$ cat src/rtl/fwtp_pkg.sv
// Shared types, constants and tree pseudo-LRU functions of the cache tag unit.
`timescale 1ns / 1ps
`default_nettype none
package fwtp_pkg;

    localparam int ADDR_W         = 64;
    localparam int SET_LSB        = 6;
    localparam int TAG_LSB        = 14;
    localparam int TAG_W          = 50;
    localparam int NUM_WAYS       = 4;
    localparam int WAY_W          = 2;
    localparam int TREE_W         = 3;
    localparam int TOTAL_W        = 32;
    localparam int DEF_SETS       = 256;
    localparam int DEF_COUNT_BITS = 32;

    typedef logic [TAG_W-1:0] t_tag;
    typedef logic [WAY_W-1:0] t_way;
    typedef logic [TREE_W-1:0] t_tree;
    typedef t_tag [NUM_WAYS-1:0] t_tag_row;

    typedef struct packed {
        logic [NUM_WAYS-1:0] valid;
        t_tree               tree;
    } t_meta;

    typedef struct packed {
        logic  hit;
        t_way  way;
        t_meta meta;
    } t_result;

    // Tree bit 2 picks the pair, bit 1 the way within 0/1, bit 0 within 2/3.
    function automatic t_way plru_victim(input t_tree tree);
        t_way w;
        if (!tree[2]) begin
            w = tree[1] ? 2'd1 : 2'd0;
        end else begin
            w = tree[0] ? 2'd3 : 2'd2;
        end
        return w;
    endfunction

    function automatic t_tree plru_path(input t_way w);
        return w[1] ? 3'b101 : 3'b110;
    endfunction

    // Bits on the path after a reference, pointing away from the way.
    function automatic t_tree plru_away(input t_way w);
        t_tree v;
        unique case (w)
            2'd0:    v = 3'b110;
            2'd1:    v = 3'b100;
            2'd2:    v = 3'b001;
            default: v = 3'b000;
        endcase
        return v;
    endfunction

endpackage
`default_nettype wire

$ cat src/rtl/fwtp_lookup.sv
// Four-way tag compare, victim choice and next set state for one access.
`timescale 1ns / 1ps
`default_nettype none
module fwtp_lookup (
    input  wire fwtp_pkg::t_meta    i_meta,
    input  wire fwtp_pkg::t_tag_row i_tags,
    input  wire fwtp_pkg::t_tag     i_tag,
    output fwtp_pkg::t_result       o_result
);
    import fwtp_pkg::*;

    logic [NUM_WAYS-1:0] match;
    logic                hit;
    t_way                hit_way;
    t_way                sel_way;

    always_comb begin
        for (int w = 0; w < NUM_WAYS; w++) begin
            match[w] = i_meta.valid[w] && (i_tags[w] == i_tag);
        end
    end

    always_comb begin
        hit     = |match;
        hit_way = '0;
        for (int w = NUM_WAYS - 1; w >= 0; w--) begin
            if (match[w]) begin
                hit_way = WAY_W'(w);
            end
        end
    end

    always_comb begin
        o_result.hit  = hit;
        o_result.meta = i_meta;
        if (hit) begin
            sel_way            = hit_way;
            o_result.meta.tree = (i_meta.tree & ~plru_path(hit_way)) | plru_away(hit_way);
        end else begin
            sel_way                      = plru_victim(i_meta.tree);
            o_result.meta.tree           = i_meta.tree ^ plru_path(sel_way);
            o_result.meta.valid[sel_way] = 1'b1;
        end
        o_result.way = sel_way;
    end

endmodule
`default_nettype wire

$ cat config.mk
export PLATFORM = sky130hd
export DESIGN_NAME = fwtp_lookup
export DESIGN_NICKNAME = d
export VERILOG_FILES = /design/src/rtl/fwtp_pkg.sv /design/src/rtl/fwtp_lookup.sv
export SDC_FILE = /design/constraint.sdc
export NUM_CORES = 1
export LEC_CHECK = 0
export ABC_AREA = 1
export BUFFER_PORTS_ARGS = -buffer_cell sky130_fd_sc_hd__buf_2
export CAP_MARGIN = 30
export CORE_MARGIN = 2
export CORE_UTILIZATION = 30
export DETAILED_ROUTE_END_ITERATION = 10
export PLACE_DENSITY = 0.56
export SLEW_MARGIN = 10
export SYNTH_ARGS = -nofsm -noshare
export SYNTH_HDL_FRONTEND = slang
export SYNTH_SLANG_ARGS = --single-unit
$ cat constraint.sdc
create_clock -name vclk -period 1.8
set_input_delay 0.18 -clock vclk [all_inputs]
set_output_delay 0.18 -clock vclk [all_outputs]
set_load 0.01 [all_outputs]
==> flow_summary.json <==
{
  "status": "complete, but fails checks",
  "violations": "negative setup slack",
  "yosysSeqAreaShare": 0,
  "wirelength_microns": 34680,
  "drive_above_1_share": 0.4311,
  "dp.cells": 1885,
  "io_buffers": 267,
  "fp.coreArea_sq_mm": 0.01736,
  "slew_headroom": 0.7103,
  "dpl_cell_area_sq_mm": 0.007750,
  "crit_required_ns": 1.62,
  "synth_top_family_by_area": "simple AND/OR/NAND/NOR gates",
  "swShare": 0.6001,
  "power_density_mw_per_mm2": 259.2,
  "grt_pass1_wl_microns": 47240,
  "fp.dieH_microns": 137.5,
  "synthAdderAreaFrac": 0.004678,
  "grt_pass1_vias": 8147,
  "setup_viol": 6,
  "crit_family": "simple AND/OR/NAND/NOR gates",
  "worstSetupStartpointType": "primary input",
  "viasPerCell": 4.790,
  "power_frac_clock": 0,
  "drtAntennaViolNets": 0,
  "holdBufCountCts": 0,
  "die_w_microns": 137.5,
  "synth_top_area_frac": 0.4737,
  "max_freq_mhz": 541.4,
  "seq_cell_count": 0,
  "critPathBufInv": 5,
  "switchingPower_mw": 1.404,
  "syn2layout_area_growth_pct": 68.80,
  "fp.dieArea_sq_mm": 0.01891,
  "path_class": "in -> out",
  "drv_slew": 0,
  "cap_violations": 0,
  "stdcell_count": 1888,
  "start_util": 0.3082,
  "mappedNetlistArea_sq_mm": 0.005349,
  "first_pass_iters": 7,
  "hpwlAfterDp_microns": 31590,
  "drt_iter0_drc": 801,
  "synth-xor-area-share": 0.06713,
  "tightest_slew_ns": 0.4315,
  "wl_per_cell_microns": 18.37,
  "cp.arrival_ns": 1.67,
  "synth_cell_type_count": 26,
  "p_leak_nw": 5.734,
  "synthTopCellsByArea": "nand2_1 47%, nor2_1 14%, inv_1 14%, xnor2_1 5.2%, nand4_1 3.7%",
  "combPwrFrac": 1.000,
  "max_stage_delay_ns": 0.20,
  "grt_max_degree": 8,
  "p_seq_frac": 0,
  "drt_drc_violations_left": 0,
  "io_pins": 267,
  "n_antenna_cell": 0,
  "synth.avg_cell_area_sq_um": 4.146,
  "slowest_stage": "nor2_2",
  "synth_mux_area_frac": 0,
  "yosysWarnings": 0,
  "power.internal_uw": 935.9,
  "crit_path_end_kind": "output port",
  "synthCells": 1290,
  "via_count": 9043,
  "antenna_found_initial": 0,
  "rsz0062_at_grt": "true",
  "yosys.area.top_type": "nand2_1",
  "synth_compound_area_frac": 0.02012,
  "fin_area_sq_mm": 0.009029,
  "gr-usage-all-layers": 0.3492,
  "synth_nets": 1549,
  "clockBufferCount": 0,
  "gp_congestion": 1.039,
  "fill_cells": 1982,
  "finalCritPeriodShare": 1.026,
  "synth_simple_gate_area_frac": 0.7230,
  "cp_cell_sequence": "buf_4, inv_2, nand2_2, buf_4, nand4_1, nor2_2, nand3_1, nor2_1, nand2_2, nand2_4, inv_2, nand3_1, nand3_2, buf_6",
  "seq_area_sq_um": 0,
  "grt_remaining_overflow": 0,
  "hp-class": "in -> out",
  "max-vdd-ir-drop_mv": 0.1209,
  "path_max_fanout": 5,
  "setup_slack_ns": -0.04692,
  "min_period_ns": 1.847,
  "hold_viol_final": 0,
  "rows": 48,
  "layout.nets": 1924
}
==> layer usage <==
metal / global-route usage / up-vias / wire length (microns)
met3: 0.03974 / 59 / 3233
met1: 0.4741 / 4023 / 14630
met4: 0.1071 / 0 / 1294
li1: - / 4529 / -
met5: 0 / - / 0
met2: 0.5768 / 432 / 15520
==> repair_timing <==
item | in CTS | in global routing
endpoints found under the setup margin | 10 | 10
pin swaps | 63 | 147
buffers inserted | 3 | 1
gates resized for setup | 144 | 253
==> placed cells by master, fill, tap and decap left out, types with 21 or more instances in the layout <==
master	instances
nand2_4	26
buf_6	27
nand4_1	32
inv_2	37
nand2_1	521
buf_4	126
nand2_2	140
nor2_1	122
nor2_2	65
buf_2	228
xnor2_1	21
inv_1	193
==> power groups by stage <==
stage               clock network, mW  logic [mW]  registers (mW)
global placement                    0        1.95               0
floorplan                           0       0.885               0
detailed placement                  0        1.94               0
global route                        0        2.50               0
CTS                                 0        2.06               0
finish                              0        2.34               0
==> synth_stat cells (3+ instances only) <==
cell / count
a21oi_1: 4
buf_2: 4
buf_4: 8
inv_1: 195
inv_2: 46
nand2_1: 675
nand2_2: 12
nand3_1: 31
nand3b_1: 3
nand4_1: 32
nor2_1: 196
nor2_2: 9
nor3_1: 6
o21ai_0: 14
or2_1: 3
xnor2_1: 32
xor2_1: 9
==> final timing paths <==
check,startpoint,end,cells past startpoint
setup / recovery,i_tag[31],o_result[1],14
hold / removal,i_meta[4],o_result[4],4
==> cells by family after synthesis <==
logic type               after synthesis
AND/OR/NAND/NOR                      972
buffers and inverters                254
XOR/XNOR                              41
AO/OA/AOI/OAI                         21
adder cells (fa/ha/maj)                2
==> cell type report <==
cell class / count / area (sq um) / area share
repair buffers: 385 / 2441 / 0.2704
multi-input cells: 1036 / 5369 / 0.5947
well taps: 225 / 281.5 / 0.03118
inverters: 242 / 937.1 / 0.1038
==> per-stage QoR <==
step | worst slack (ns) | setup TNS, ns | util | total power [mW] | hold slack [ns]
3_5_place_dp | -0.2161 | -1.681 | 0.4465 | 1.942 | 0.7067
4_1_cts | -0.04554 | -0.1438 | 0.4738 | 2.065 | 0.7067
2_1_floorplan | 0.3847 | 0 | - | 0.8853 | 0.4814
6_report | -0.04692 | -0.1225 | 0.5202 | 2.340 | 0.6997
5_1_grt | -0.1461 | -0.8611 | 0.5202 | 2.502 | 0.7284
3_3_place_gp | -0.2247 | -1.803 | 0.4465 | 1.949 | 0.7029
No activity file was read; power rests on OpenSTA's default activity.
